<file path="src/design/corner_hugging_diagonal_detour_macros.svh">
// assertion macros for the corner hugging diagonal detour block
// no dependencies; included by the modules that carry assertions
`ifndef CORNER_HUGGING_DIAGONAL_DETOUR_MACROS_SVH
`define CORNER_HUGGING_DIAGONAL_DETOUR_MACROS_SVH
`ifndef ASSERT_OFF
// checked property, switched off while reset is high
`define CHDD_ASSERT_RST(lbl, clk, rst, prop, msg) \
  lbl: assert property (@(posedge clk) disable iff (rst) prop) else $error(msg);
// checked property, also through reset
`define CHDD_ASSERT_ALW(lbl, clk, prop, msg) \
  lbl: assert property (@(posedge clk) prop) else $error(msg);
`else
`define CHDD_ASSERT_RST(lbl, clk, rst, prop, msg)
`define CHDD_ASSERT_ALW(lbl, clk, prop, msg)
`endif
`endif

</file>
<file path="src/design/chdd_pkg.sv">
// shared constants, types and helpers of the corner hugging diagonal detour block
// no dependencies; imported by every module of the block
package chdd_pkg;

  localparam int MAP_CELLS     = 65536;
  localparam int MAX_SEG_STEPS = 32;
  localparam int FRAC_BITS     = 4;

  localparam int PT_W       = 13;
  localparam int OUT_W      = 14;
  localparam int IDX_W      = 16;
  localparam int COST_W     = 8;
  localparam int DIM_W      = 9;
  localparam int CFG_IDX_W  = 3;
  localparam int CFG_DATA_W = 9;

  localparam int MAP_AW = $clog2(MAP_CELLS);
  localparam int ONE_I  = 1 << FRAC_BITS;
  localparam int HALF_I = 1 << (FRAC_BITS - 1);
  // walk coordinates cover a point plus a full clamped walk
  localparam int WALK_W = $clog2((1 << (PT_W - 1)) + MAX_SEG_STEPS * ONE_I) + 1;
  localparam int DIFF_W = PT_W + 1;
  localparam int RND_W  = DIFF_W + 1;
  localparam int STEP_W = $clog2(MAX_SEG_STEPS + 1);
  localparam int PROD_W = WALK_W + DIM_W;

  localparam logic [PROD_W-1:0]        MAP_CELLS_P = PROD_W'(MAP_CELLS);
  localparam logic signed [WALK_W-1:0] ONE         = WALK_W'(ONE_I);

  localparam logic OP_MAP_WRITE = 1'b0;
  localparam logic OP_POINT     = 1'b1;

  typedef enum logic [CFG_IDX_W-1:0] {
    CFG_MAP_WIDTH       = 3'd0,
    CFG_MAP_HEIGHT      = 3'd1,
    CFG_UNKNOWN_OK      = 3'd2,
    CFG_UNKNOWN_LEVEL   = 3'd3,
    CFG_INSCRIBED_LEVEL = 3'd4
  } cfg_index_t;

  typedef struct packed {
    logic [DIM_W-1:0]  map_width;
    logic [DIM_W-1:0]  map_height;
    logic              unknown_ok;
    logic [COST_W-1:0] unknown_level;
    logic [COST_W-1:0] inscribed_level;
  } chdd_cfg_t;

  typedef struct packed {
    logic              oob;
    logic [MAP_AW-1:0] addr;
  } chdd_probe_t;

  function automatic logic cost_blocked(input logic [COST_W-1:0] c, input chdd_cfg_t cfg);
    logic blk;
    if (c == cfg.unknown_level) blk = !cfg.unknown_ok;
    else blk = (c >= cfg.inscribed_level);
    return blk;
  endfunction

endpackage

</file>
<file path="src/design/chdd_cell_probe.sv">
// turns a fixed point coordinate pair into a map address and an outside flag
// depends on chdd_pkg
module chdd_cell_probe import chdd_pkg::*; (
  input  logic signed [WALK_W-1:0] fx,
  input  logic signed [WALK_W-1:0] fy,
  input  chdd_cfg_t                cfg,
  output chdd_probe_t              probe
);

  logic              neg_x;
  logic              neg_y;
  logic [WALK_W-1:0] ix;
  logic [WALK_W-1:0] iy;
  logic              outside;
  logic [PROD_W-1:0] addr_full;

  // truncation toward zero: anything above minus one cell lands in cell 0
  assign neg_x = (fx <= -ONE);
  assign neg_y = (fy <= -ONE);
  assign ix = fx[WALK_W-1] ? '0 : $unsigned(fx >>> FRAC_BITS);
  assign iy = fy[WALK_W-1] ? '0 : $unsigned(fy >>> FRAC_BITS);

  assign outside = neg_x || neg_y ||
                   (ix >= WALK_W'(cfg.map_width)) || (iy >= WALK_W'(cfg.map_height));
  assign addr_full = PROD_W'(iy) * PROD_W'(cfg.map_width) + PROD_W'(ix);

  assign probe.oob  = outside || (addr_full >= MAP_CELLS_P);
  assign probe.addr = addr_full[MAP_AW-1:0];

endmodule

</file>
<file path="src/design/chdd_walk.sv">
// point sequencer: rounding, diagonal walk with map lookups, output register
// depends on chdd_pkg, chdd_cell_probe and the block macro header
`include "corner_hugging_diagonal_detour_macros.svh"

module chdd_walk import chdd_pkg::*; (
  input  logic                    clk,
  input  logic                    rst,
  input  chdd_cfg_t               cfg,
  input  logic                    in_valid,
  output logic                    in_stall,
  input  logic                    opcode,
  input  logic signed [PT_W-1:0]  point_x,
  input  logic signed [PT_W-1:0]  point_y,
  input  logic                    path_start,
  output logic                    ram_re,
  output logic [MAP_AW-1:0]       ram_raddr_a,
  output logic [MAP_AW-1:0]       ram_raddr_b,
  input  logic [COST_W-1:0]       ram_rdata_a,
  input  logic [COST_W-1:0]       ram_rdata_b,
  output logic                    out_valid,
  input  logic                    out_stall,
  output logic signed [OUT_W-1:0] out_x,
  output logic signed [OUT_W-1:0] out_y,
  output logic                    last_of_run,
  output logic                    steps_saturated
);

  typedef enum logic [6:0] {
    S_IDLE = 7'b0000001,
    S_PREP = 7'b0000010,
    S_PASS = 7'b0000100,
    S_ADDR = 7'b0001000,
    S_LOOK = 7'b0010000,
    S_SIDE = 7'b0100000,
    S_DIAG = 7'b1000000
  } state_t;

  state_t                   state;
  logic                     have_prev;
  logic signed [PT_W-1:0]   prev_x;
  logic signed [PT_W-1:0]   prev_y;
  logic signed [PT_W-1:0]   tx;
  logic signed [PT_W-1:0]   ty;
  logic signed [DIFF_W-1:0] dx;
  logic signed [DIFF_W-1:0] dy;
  logic signed [WALK_W-1:0] cx;
  logic signed [WALK_W-1:0] cy;
  logic signed [WALK_W-1:0] nx;
  logic signed [WALK_W-1:0] ny;
  logic                     sx_neg;
  logic                     sy_neg;
  logic                     sat;
  logic [STEP_W-1:0]        left;
  logic                     h_oob;
  logic                     v_oob;
  logic                     side_h;

  logic [RND_W-1:0]  mag_x;
  logic [RND_W-1:0]  mag_y;
  logic [RND_W-1:0]  rx;
  logic [RND_W-1:0]  ry;
  logic [RND_W-1:0]  steps_max;
  logic              over;
  logic [STEP_W-1:0] steps_clamped;
  logic              zero_seg;
  chdd_probe_t       probe_h;
  chdd_probe_t       probe_v;
  logic              h_free;
  logic              v_free;
  logic              in_accept;
  logic              out_free;
  logic              load;
  logic              load_last;

  // round the differences to whole cells, half away from zero
  assign mag_x = dx[DIFF_W-1] ? RND_W'($unsigned(-dx)) : RND_W'($unsigned(dx));
  assign mag_y = dy[DIFF_W-1] ? RND_W'($unsigned(-dy)) : RND_W'($unsigned(dy));
  assign rx = (mag_x + RND_W'(HALF_I)) >> FRAC_BITS;
  assign ry = (mag_y + RND_W'(HALF_I)) >> FRAC_BITS;
  assign steps_max = (rx > ry) ? rx : ry;
  assign over = (steps_max > RND_W'(MAX_SEG_STEPS));
  assign steps_clamped = over ? STEP_W'(MAX_SEG_STEPS) : steps_max[STEP_W-1:0];
  assign zero_seg = (rx == '0) || (ry == '0);

  assign nx = cx + (sx_neg ? -ONE : ONE);
  assign ny = cy + (sy_neg ? -ONE : ONE);

  chdd_cell_probe u_probe_h (.fx(nx), .fy(cy), .cfg(cfg), .probe(probe_h));
  chdd_cell_probe u_probe_v (.fx(cx), .fy(ny), .cfg(cfg), .probe(probe_v));

  assign ram_re      = (state == S_ADDR);
  assign ram_raddr_a = probe_h.addr;
  assign ram_raddr_b = probe_v.addr;

  assign h_free = !h_oob && !cost_blocked(ram_rdata_a, cfg);
  assign v_free = !v_oob && !cost_blocked(ram_rdata_b, cfg);

  assign in_stall  = (state != S_IDLE);
  assign in_accept = in_valid && (state == S_IDLE);
  assign out_free  = !out_valid || !out_stall;
  assign load      = out_free && ((state == S_PASS) || (state == S_SIDE) || (state == S_DIAG));
  assign load_last = load && ((state == S_PASS) ||
                              ((state == S_DIAG) && (left == STEP_W'(1))));

  always_ff @(posedge clk) begin
    if (rst) begin
      state     <= S_IDLE;
      have_prev <= 1'b0;
      prev_x    <= '0;
      prev_y    <= '0;
    end else begin
      unique case (state)
        S_IDLE: begin
          if (in_accept && (opcode == OP_POINT)) begin
            tx        <= point_x;
            ty        <= point_y;
            dx        <= DIFF_W'(point_x) - DIFF_W'(prev_x);
            dy        <= DIFF_W'(point_y) - DIFF_W'(prev_y);
            cx        <= WALK_W'(prev_x);
            cy        <= WALK_W'(prev_y);
            prev_x    <= point_x;
            prev_y    <= point_y;
            have_prev <= 1'b1;
            state     <= (path_start || !have_prev) ? S_PASS : S_PREP;
          end
        end
        S_PREP: begin
          sx_neg <= dx[DIFF_W-1];
          sy_neg <= dy[DIFF_W-1];
          sat    <= over;
          left   <= steps_clamped;
          state  <= zero_seg ? S_PASS : S_ADDR;
        end
        S_PASS: begin
          if (out_free) state <= S_IDLE;
        end
        S_ADDR: begin
          h_oob <= probe_h.oob;
          v_oob <= probe_v.oob;
          state <= S_LOOK;
        end
        S_LOOK: begin
          side_h <= h_free;
          state  <= (h_free != v_free) ? S_SIDE : S_DIAG;
        end
        S_SIDE: begin
          if (out_free) state <= S_DIAG;
        end
        S_DIAG: begin
          if (out_free) begin
            cx    <= nx;
            cy    <= ny;
            left  <= left - STEP_W'(1);
            state <= (left == STEP_W'(1)) ? S_IDLE : S_ADDR;
          end
        end
        default: state <= S_IDLE;
      endcase
    end
  end

  // output register
  always_ff @(posedge clk) begin
    if (rst) begin
      out_valid <= 1'b0;
    end else if (load) begin
      out_valid <= 1'b1;
    end else if (!out_stall) begin
      out_valid <= 1'b0;
    end
  end

  always_ff @(posedge clk) begin
    if (load) begin
      last_of_run <= load_last;
      priority if (state == S_PASS) begin
        out_x           <= OUT_W'(tx);
        out_y           <= OUT_W'(ty);
        steps_saturated <= 1'b0;
      end else if (state == S_SIDE) begin
        out_x           <= side_h ? nx[OUT_W-1:0] : cx[OUT_W-1:0];
        out_y           <= side_h ? cy[OUT_W-1:0] : ny[OUT_W-1:0];
        steps_saturated <= sat;
      end else begin
        out_x           <= nx[OUT_W-1:0];
        out_y           <= ny[OUT_W-1:0];
        steps_saturated <= sat;
      end
    end
  end

  `CHDD_ASSERT_ALW(a_reset_idle, clk, rst |=> !out_valid && state == S_IDLE, "reset left work")
  `CHDD_ASSERT_RST(a_start_passes, clk, rst, in_accept && opcode == OP_POINT && path_start |=> state == S_PASS, "path start not passed through")
  `CHDD_ASSERT_RST(a_diag_has_steps, clk, rst, state == S_DIAG |-> left != '0, "diagonal beat with no step left")
  `CHDD_ASSERT_RST(a_last_ends_run, clk, rst, load_last |=> state == S_IDLE && out_valid && last_of_run, "final beat did not end the run")

endmodule

</file>
<file path="config.mk">
export PLATFORM = sky130hd
export DESIGN_NAME = chdd_walk
export DESIGN_NICKNAME = d
export VERILOG_FILES = /design/src/design/chdd_pkg.sv /design/src/design/chdd_cell_probe.sv /design/src/design/chdd_walk.sv
export VERILOG_INCLUDE_DIRS = /design/src /design/src/design
export SDC_FILE = /design/constraint.sdc
export NUM_CORES = 1
export LEC_CHECK = 0
export ABC_AREA = 1
export BUFFER_PORTS_ARGS = -buffer_cell sky130_fd_sc_hd__buf_2
export CAP_MARGIN = 0
export CORE_MARGIN = 3
export CORE_UTILIZATION = 50
export CTS_CLUSTER_DIAMETER = 80
export CTS_CLUSTER_SIZE = 25
export DETAILED_ROUTE_END_ITERATION = 10
export HOLD_SLACK_MARGIN = 0.05
export MAX_ROUTING_LAYER = met4
export PLACE_DENSITY = 0.69
export SLEW_MARGIN = 20
export SYNTH_ARGS = -nofsm -noshare
export SYNTH_HDL_FRONTEND = slang
export SYNTH_SLANG_ARGS = --single-unit
</file>
<file path="constraint.sdc">
create_clock -name clk -period 11.44 [get_ports clk]
set_input_delay 2.288 -clock clk [delete_from_list [all_inputs] [get_ports clk]]
set_output_delay 2.288 -clock clk [all_outputs]
set_load 0.1 [all_outputs]
</file>
=== Word level (Yosys, flattened, before mapping) ===
Index checks and enable logic that the tools add are counted.

* Add/sub/neg operators: 11
* $mul: 2
* Magnitude comparators: 14
* Equal/unequal tests: 17
* Muxes and demuxes: 37
* Bitwise logic cells: 1
* Reduce and logical (&&, ||, !) cells: 41

{| class="wikitable"
|+ Operator list
! cell !! count
|-
| $mux 14 || 14
|-
| $ge 14x9->1 || 4
|-
| $le 14x5->1 const B || 4
|-
| $pmux 14 s2 || 2
|-
| $pmux 7 s7 || 1
|-
| $add 23x14->23 || 2
|-
| $ge 23x17->1 const B || 2
|-
| $mul 14x9->23 || 2
|-
| $mux 9 || 4
|-
| $mux 7 || 5
|-
| $add 14x4->15 const B || 2
|-
| $logic_not 15->1 || 2
|-
| $add 14x14->14 || 2
|-
| $neg 14->14 || 2
|-
| $sub 13x13->14 || 2
|-
| $eq 8x8->1 || 2
|-
| $ge 8x8->1 || 2
|-
| $logic_or 1x1->1 || 14
|-
| $mux 6 || 2
|-
| $pmux 6 s2 || 1
|-
| $gt 11x11->1 || 1
|-
| $gt 11x6->1 const B || 1
|-
| $mux 11 || 1
|-
| $logic_not 1->1 || 8
|-
| 22 further kinds || 41
|}

* Flip-flop bits (word level): 159
* Input bits: 83
* Output and inout bits: 65
* Logic and storage cells: 145

=== Depth between registers and ports, before layout ===
Gate-level depths: netlist (run 1).

* Depth in word-level cells: 8
* Depth in mapped cells: 39
* Depth with buffers taken out: 38

=== Modules after synthesis ===
From an unflattened synthesis (run 1), not the netlist that was laid out.

* Cells, all modules: 2,288
* Area, all modules: 17,858.4 um2

{| class="wikitable"
|+ Modules (own cells, without submodules)
! module !! instances !! cells each !! area each (um2) !! sequential area each (um2)
|-
| chdd_walk || 1 || 1,148 || 10,024.6 || 4,424.2
|-
| chdd_cell_probe at u_probe_h || 1 || 585 || 3,975.1 || 0.0
|-
| chdd_cell_probe at u_probe_v || 1 || 555 || 3,858.7 || 0.0
|}

=== Worst setup path before layout (run 1) ===
No wires, ideal clock.

* Path kind: in2out
* Start point: input cfg[34] (netlist bit)
* End point: output ram_raddr_b[15]
* Data arrival time: 6.994 ns
* Data required time: 9.152 ns
* Setup slack: 2.158 ns
* Stages: 21
* Path buffers: 2
* Path through: clkbuf_1 nand2_1 fa_1 fa_1 inv_1 fa_1 fa_1 inv_1 fa_1 inv_1 ha_1 nand2_1 nor2_1 nand4_1 nor2_1 nor2_1 o21ai_0 nand2_1 nand2_1 xor2_1 buf_4

{| class="wikitable"
|+ RTL lines
! element !! RTL line !! source
|-
| start, declared || chdd_walk.sv:8 || <nowiki>input chdd_cfg_t cfg,</nowiki>
|-
| end, declared || chdd_walk.sv:17 || <nowiki>output logic [MAP_AW-1:0] ram_raddr_b,</nowiki>
|}

=== Worst setup path after layout (run 1) ===
* Start point: register sy_neg
* End point: output ram_raddr_b[14]

* Word-level cells in the longest chain between the ends: 5

{| class="wikitable"
|+ RTL lines
! element !! RTL line !! source
|-
| start, declared || chdd_walk.sv:51 || <nowiki>logic sy_neg;</nowiki>
|-
| start signal, assigned || chdd_walk.sv:129 || <nowiki>sy_neg <= dy[DIFF_W-1];</nowiki>
|-
| $mux 14 || chdd_walk.sv:86 || <nowiki>assign ny = cy + (sy_neg ? -ONE : ONE);</nowiki>
|-
| $add 14x14->14 || chdd_walk.sv:86 ||
|-
| $mux 9 || chdd_cell_probe.sv:21 || <nowiki>assign iy = fy[WALK_W-1] ? '0 : $unsigned(fy >>> FRAC_BITS);</nowiki>
|-
| $mul 14x9->23 || chdd_cell_probe.sv:25 || <nowiki>assign addr_full = PROD_W'(iy) * PROD_W'(cfg.map_width) + PROD_W'(ix);</nowiki>
|-
| $add 23x14->23 || chdd_cell_probe.sv:25 ||
|}

Every way passes these cells.

==> results.json, run 1 <==
{
  "status": "finished clean",
  "finalWirelength_um": 44900,
  "timing.rr.start": "sy_neg",
  "yosysTopAreaCellShare_pct": 20.8,
  "synth_cell_types": 56,
  "dr.pass1.iters": 5,
  "cp-start-kind": "register",
  "ant_nets": 0,
  "grt_setup_unrepaired": "no",
  "clock_path_buffers": 2,
  "antenna_found_initial": 2,
  "dr.first_iter.drc_count": 915,
  "nNetsFinal": 2771,
  "fmax_mhz": 96.0,
  "hold_viol": 0,
  "clk_latency_ns": 0.44,
  "holdBufCountCts": 0,
  "worstSetupStartpoint": "sy_neg",
  "fp.dieH_um": 195,
  "wl_per_cell_um": 16.0,
  "io_buffers": 147,
  "drive_gt1_share_pct": 11.9,
  "period_needed_ns": 10.41,
  "crit_fanout": 11,
  "grt_max_degree": 54,
  "gp_congestion": 0.914,
  "setup_ws_ns": 1.03,
  "cp_slowest_cell": "edfxtp_1",
  "placed_area_um2": 18800,
  "finalMaxSlewViolations": 0,
  "die_area_um2": 38000,
  "num_vias": 14900,
  "dp_hpwl_um": 36500,
  "netlist_instances": 2240,
  "synthArstFlopShare_pct": 0,
  "hp-start": "have_prev",
  "endpoint_kind": "output pin",
  "slew_headroom_pct": 32.7,
  "grt.overflow.total": 0,
  "grt_pass1_wl_um": 74700,
  "synth_top_flop_cell": "edfxtp_1",
  "cts_buffers": 17,
  "core_area_um2": 34900,
  "powerDensity_nw_per_um2": 266,
  "grt.total_usage_pct": 24.7,
  "grt_pass1_vias": 15000,
  "cap_violations": 0,
  "power.total_mw": 5.15,
  "rows": 68,
  "fill_cells": 3259,
  "start_util_pct": 51.2,
  "cts_setup_buffers": 0,
  "post_cts_resized": 0,
  "min_period_over_period_pct": 91.0,
  "ir_worst_vdd_uv": 1880,
  "fin_tns_setup_ns": 0,
  "synth-seq-area-share_pct": 24.8,
  "area_delta_synth_final_pct": 8.58,
  "hold_class": "register to register",
  "path_common_cell": "nand2_1",
  "min_path_cells": 2,
  "place_ws_ns": 1.45,
  "cp.required_ns": 9.15,
  "ys_warn_count": 0,
  "htree_levels": 4,
  "syn_area_um2": 17900,
  "viasPerCell": 5.31,
  "yosys.cell_count.top_type": "nand2_1",
  "die_w_um": 195,
  "root_buffer": "clkbuf_16",
  "max_stage_delay_ns": 0.60,
  "finalClockSkew_ns": 0.00922,
  "crit_type": "register to output pin",
  "io_pins": 148,
  "avgSynthCellArea_um2": 7.97,
  "yosysTopAreaCell": "edfxtp_1",
  "synth-seq-cells": 159,
  "synth_fp_nets": 2668,
  "cts_tree": "built",
  "p_leak_nw": 9.90,
  "postLayoutCellArea_um2": 19400,
  "worstMarginPinSlew_ns": 1.01,
  "setup_violations": 0,
  "worst-r2r-cell-count": 35,
  "synth_common_cells": "nand2_1, inv_1, ha_1",
  "yosys-top-cells-area": "edfxtp_1, ha_1, fa_1, nand2_1, inv_1",
  "worstPathArrival_ns": 8.13,
  "numClockSinks": 159,
  "synth_edf_count": 124,
  "drc": 0,
  "cts.clk_slew.worst_paths_ns": 0.06
}
==> layer usage <==
metal	wire length (um)	GRT usage [%]
met4	978	6.10
met2	20300	38.3
met1	20900	34.2
met5	0	-
met3	2780	3.92
==> where the power goes <==
group | internal (mW) | switching, mW
logic | 0.849 | 3.04
clock network | 0.304 | 0.248
registers | 0.681 | 0.0299
total | 1.83 | 3.32
==> sequential cells by signal, summed over array words and instances, names as in the netlist, 6 cells and up <==
| register | count |
|---|---|
| cx | 14 |
| cy | 14 |
| dx | 14 |
| dy | 14 |
| left | 6 |
| out_x | 14 |
| out_y | 14 |
| prev_x | 13 |
| prev_y | 13 |
| state | 7 |
| tx | 13 |
| ty | 13 |
==> critical path: cells and delay by family (launching register included) <==
kind	cells	cell delay [ns]
buffers and inverters	7	0.74
and+or+nand+nor	17	2.13
AOI/OAI and AO/OA	3	0.69
DFF	1	0.60
adders and majority gates	7	3.37
xor gates and xnor gates	1	0.14
==> layout make-up <==
type / count / area (um2) / share of cell area, %
flip-flops and latches: 159 / 4420 / 22.8
well taps: 455 / 569 / 2.94
clock buffers: 19 / 433 / 2.23
clock inverters: 13 / 131 / 0.678
multi-input cells: 1616 / 11600 / 59.6
inverters: 395 / 1480 / 7.65
repair buffers: 154 / 788 / 4.07
diodes: 2 / 5.00 / 0.0258
==> logic make-up after synthesis <==
family	after synthesis	share of synthesized area [%]
AOI/OAI and AO/OA	324	10.0
adders and majority gates	345	29.0
buffers and inverters	465	10.6
DFF	159	24.8
other	2	0.0421
xor gates and xnor gates	73	3.58
and+or+nand+nor	872	21.9
==> cell usage in the layout, fill, tap and decap left out, types with 17 or more instances in the layout <==
cell / n
a21oi_1: 128
buf_2: 147
clkbuf_16: 17
dfxtp_1: 35
edfxtp_1: 124
fa_1: 116
ha_1: 229
inv_1: 373
inv_2: 20
nand2_1: 450
nand2_2: 20
nand3_1: 70
nand4_1: 35
nor2_1: 219
o21ai_0: 133
xnor2_1: 20
xor2_1: 53
==> per-stage QoR <==
| stage | cells | hold WS, ns | util [%] |
|---|---|---|---|
| 4_1_cts | 2811 | 0.485 | 55.6 |
| 3_5_place_dp | 2779 | 0.472 | 54.0 |
| 6_report | 2813 | 0.481 | 55.6 |
| 3_3_place_gp | 2779 | 0.451 | 54.0 |
| 5_1_grt | 2813 | 0.505 | 55.6 |
| 2_1_floorplan | 2240 | 0.421 | - |
==> path summary, 6_finish.rpt <==
check	endpoint	slack, ns
min	state[1]	0.48
max	ram_raddr_b[14]	1.03
min reg2reg	state[1]	0.48
max reg2reg	v_oob	3.54
No activity file was read; power rests on OpenSTA's default activity.
==> inputs of run 2 (changes only) <==
Settings changed: BUFFER_PORTS_ARGS -buffer_cell sky130_fd_sc_hd__buf_2 to not set, DONT_BUFFER_PORTS set to 1, PLACE_DENSITY 0.69 to not set.
==> run 2 against run 1 <==
Effect of this change: total power grew 6.1%; combinational power grew 5.1%; first-iteration DRC count shrank 24%; cell count shrank 4.4%; die area is the same; utilization shrank 0.77 points; setup slack gained 0.080 ns; global-route usage shrank 0.20 points; critical path type unchanged; largest power group unchanged.
==> results.json, run 2 (same netlist as run 1, synthesis figures left out) <==
{
  "area_delta_synth_final_pct": 7.08,
  "status": "finished clean",
  "io_buffers": 0,
  "min_period_over_period_pct": 90.3,
  "io_pins": 148,
  "post_cts_resized": 0,
  "viasPerCell": 5.31,
  "diodes": 0,
  "finalMaxSlewViolations": 0,
  "multi_input_area_um2": 11800,
  "fill_cells": 3250,
  "rows": 68,
  "setup_violations": 0,
  "worstMarginPinSlew_ns": 1.10,
  "slew_headroom_pct": 26.7,
  "placed_cells": 2657,
  "place_ws_ns": 1.52,
  "dr.pass1.iters": 5,
  "max_stage_delay_ns": 0.60,
  "cp.required_ns": 9.15,
  "antenna_found_initial": 0,
  "die_w_um": 195,
  "cts_tree": "built",
  "layout.cells.non_filler": 2689,
  "seq_area_um2": 4420,
  "holdBufCountCts": 0,
  "cp_top_family": "adder cells",
  "clock_path_buffers": 2,
  "dp_hpwl_um": 36100,
  "grt_pass1_vias": 14500,
  "crit_type": "register to output pin",
  "num_vias": 14300,
  "numClockSinks": 159,
  "cts_setup_buffers": 0,
  "final_util_pct": 54.8,
  "crit_fanout": 11,
  "grt_max_degree": 54,
  "cap_violations": 0,
  "die_area_um2": 38000,
  "cp-start-kind": "register",
  "htree_levels": 4,
  "fin_tns_setup_ns": 0,
  "worstPathArrival_ns": 8.05,
  "powerDensity_nw_per_um2": 286,
  "crit_path_end": "ram_raddr_b[14]",
  "final_common_cell": "nand2_1",
  "period_needed_ns": 10.33,
  "cts_buffers": 17,
  "cp_num_buf_inv": 7,
  "hold_viol": 0,
  "ir_worst_vdd_uv": 1300,
  "hp-start": "have_prev",
  "start_util_pct": 51.2,
  "final_cell_mix": "nand2_1, inv_1, ha_1",
  "r2r-end": "v_oob",
  "endpoint_kind": "output pin",
  "root_buffer": "clkbuf_16",
  "finalClockSkew_ns": 0.0105,
  "dr.first_iter.drc_count": 699,
  "fp.dieH_um": 195,
  "worstSetupStartpoint": "sy_neg",
  "timing.rr.start": "sy_neg",
  "worst-r2r-cell-count": 35,
  "nNetsFinal": 2649,
  "p_leak_nw": 9.55,
  "path_common_cell": "nand2_1",
  "cp.depth": 35,
  "r2r_slack_ns": 3.58,
  "fmax_mhz": 96.8,
  "clk_latency_ns": 0.44,
  "wl_per_cell_um": 16.5,
  "drc": 0,
  "hold_class": "register to register",
  "drive_gt1_share_pct": 8.33,
  "setup_ws_ns": 1.11,
  "ant_nets": 0,
  "grt.overflow.total": 0,
  "grt_setup_unrepaired": "no",
  "finalWirelength_um": 44300,
  "gp_congestion": 0.909,
  "cp_slowest_cell": "edfxtp_1",
  "grt_pass1_wl_um": 73700,
  "holdWs_ns": 0.474,
  "cts.clk_slew.worst_paths_ns": 0.07,
  "grt.total_usage_pct": 24.5,
  "core_area_um2": 34900
}
run 2: area by class of cell:
class | count | share of cell area, %
Multi-Input combinational cell | 1616 | 61.5
Sequential cell | 159 | 23.1
Inverter | 395 | 7.75
Tap cell | 455 | 2.98
Clock buffer | 18 | 2.36
Timing Repair Buffer | 32 | 1.26
Clock inverter | 14 | 1.01
run 2: worst min-delay path by stage:
stage,end,cells after the start
floorplan,sy_neg,0
CTS,state[1],2
detailed placement,state[1],2
global route,prev_x[8],2
global placement,state[1],2
finish,state[1],2
run 2: metal layers:
metal	up-vias	global-route usage [%]	share of wire, %
met5	-	-	0
met4	0	4.41	1.1
met3	42	4.85	6.5
met2	386	38.3	45
met1	6690	33.8	47
li1	7166	-	-
run 2: where the power goes:
part	total (mW)	leakage, nW	switching [mW]	internal, mW
Sequential	0.745	1.42	0.0639	0.682
Clock	0.629	0.313	0.264	0.365
Combinational	4.09	7.81	3.04	1.05
Total	5.47	9.55	3.37	2.09
run 2: worst reg2reg max path, delay by kind of cell, from the launching register on:
kind	cells	cell delay, ns
compound gates	4	0.87
fa+ha+maj	7	3.36
buf+inv	6	0.29
flops	1	0.60
simple gates	18	2.46
run 2: through the flow:
stage	total power [mW]	cell area, um2
after floorplan	4.25	17900
after global placement	4.84	18500
after detailed placement	4.85	18500
after CTS	5.51	19100
after global routing	5.84	19100
final	5.47	19100
==> inputs of run 3 (changes only) <==
Settings changed: CAP_MARGIN 0 to not set, GPL_TIMING_DRIVEN set to 0.
==> run 3 against run 2 <==
Effect of this change: routed wire length grew 5.7%; first-iteration DRC count grew 35%; setup slack gained 0.27 ns; clock power shrank 14%; largest power group unchanged; critical path type unchanged; hold slack lost 0.012 ns; utilization shrank 0.19 points; die area is the same; sequential share of layout area grew 0.079 points.
==> results.json, run 3 (same netlist as run 1, synthesis figures left out) <==
{
  "crit_fanout": 10,
  "setup_ws_ns": 1.37,
  "p_leak_nw": 9.54,
  "diodes": 0,
  "grt_setup_unrepaired": "no",
  "place_ws_ns": 1.45,
  "fmax_mhz": 99.3,
  "core_area_um2": 34900,
  "min_path_cells": 2,
  "worst-r2r-cell-count": 37,
  "post_cts_resized": 0,
  "layout.cells.non_filler": 2731,
  "hold_viol": 0,
  "timing.rr.start": "sy_neg",
  "fill_cells": 3340,
  "clk_latency_ns": 0.44,
  "cp_top_family": "adder cells",
  "grt.overflow.total": 0,
  "rows": 68,
  "antenna_found_initial": 0,
  "postLayoutCellArea_um2": 19100,
  "io_pins": 148,
  "grt_pass1_wl_um": 76000,
  "met2_usage_pct": 38.7,
  "num_vias": 14600,
  "fin_tns_setup_ns": 0,
  "period_needed_ns": 10.07,
  "hp-start": "have_prev",
  "nNetsFinal": 2691,
  "busiest_layer": "met2",
  "slew_headroom_pct": 34.1,
  "crit_type": "register to output pin",
  "dp_hpwl_um": 38800,
  "die_w_um": 195,
  "finalWirelength_um": 46800,
  "met3_usage_pct": 4.30,
  "power.total_mw": 5.26,
  "grt_use_met1_pct": 37.0,
  "r2r-end": "v_oob",
  "dr.first_iter.drc_count": 943,
  "holdWs_ns": 0.461,
  "max_stage_delay_ns": 0.61,
  "die_area_um2": 38000,
  "cp-start-kind": "register",
  "cp.required_ns": 9.15,
  "dr.pass1.iters": 5,
  "finalMaxSlewViolations": 0,
  "worstPathArrival_ns": 7.78,
  "worstMarginPinSlew_ns": 0.991,
  "gp_congestion": 0.866,
  "cts.clk_slew.worst_paths_ns": 0.07,
  "root_buffer": "clkbuf_16",
  "ant_nets": 0,
  "cts_tree": "built",
  "grt.total_usage_pct": 25.6,
  "area_delta_synth_final_pct": 6.71,
  "powerDensity_nw_per_um2": 276,
  "setup_violations": 0,
  "htree_levels": 4,
  "placed_area_um2": 18500,
  "final_cell_mix": "nand2_1, inv_1, ha_1",
  "wl_per_cell_um": 17.1,
  "grt_max_degree": 31,
  "start_util_pct": 51.2,
  "numClockSinks": 159,
  "ir_worst_vdd_uv": 1560,
  "r2r_slack_ns": 3.93,
  "placed_cells": 2699,
  "endpoint_kind": "output pin",
  "cp_slowest_cell": "edfxtp_1",
  "min_to": "state[1]",
  "cap_violations": 0,
  "drc": 0,
  "cts_setup_buffers": 0,
  "path_common_cell": "nand2_1",
  "hold_class": "register to register",
  "grt_pass1_vias": 14600,
  "clock_path_buffers": 2,
  "drive_gt1_share_pct": 7.47,
  "min_period_over_period_pct": 88.0,
  "fp.dieH_um": 195,
  "final_util_pct": 54.6,
  "cp_num_buf_inv": 8,
  "io_buffers": 0,
  "cts_buffers": 17,
  "holdBufCountCts": 0,
  "viasPerCell": 5.36,
  "final_common_cell": "nand2_1",
  "status": "finished clean",
  "finalClockSkew_ns": 0.0111
}
## run 3: worst max path at each step
stage / cells past startpoint / slack, ns / to / start
2_1_floorplan: 21 / 2.16 / ram_raddr_b[15] / cfg[34]
3_5_place_dp: 19 / 1.45 / ram_raddr_a[14] / cfg[31]
4_1_cts: 36 / 1.39 / ram_raddr_b[14] / sy_neg
6_report: 36 / 1.37 / ram_raddr_b[14] / sy_neg
3_3_place_gp: 19 / 1.45 / ram_raddr_a[14] / cfg[31]
5_1_grt: 36 / 0.78 / ram_raddr_b[14] / sy_neg
## run 3: layer usage
| layer | up-vias | routed length [um] |
|---|---|---|
| li1 | 7275 | - |
| met1 | 6873 | 22200 |
| met2 | 452 | 20400 |
| met3 | 47 | 3570 |
| met4 | 0 | 656 |
| met5 | - | 0 |
## run 3: cell type report
class	count	area, um2	area share (%)
inverters	395	1480	7.78
well taps	455	569	2.99
multi-input cells	1616	11600	60.6
clock inverters	12	86.3	0.453
plain buffers	70	413	2.17
flip-flops and latches	159	4420	23.2
clock buffers	20	468	2.46
repair buffers	4	62.6	0.328
## run 3: power breakdown
part	internal (mW)	total [mW]	switching, mW
combinational	0.979	3.98	3.00
sequential	0.682	0.743	0.0612
clock	0.297	0.539	0.242
## run 3: worst reg2reg max path: cells and delay by family, from the launching register on
| kind | cells | cell delay, ns |
|---|---|---|
| fa+ha+maj | 7 | 3.37 |
| simple gates | 18 | 1.61 |
| compound gates | 5 | 0.93 |
| buf+inv | 7 | 0.73 |
| flops | 1 | 0.61 |
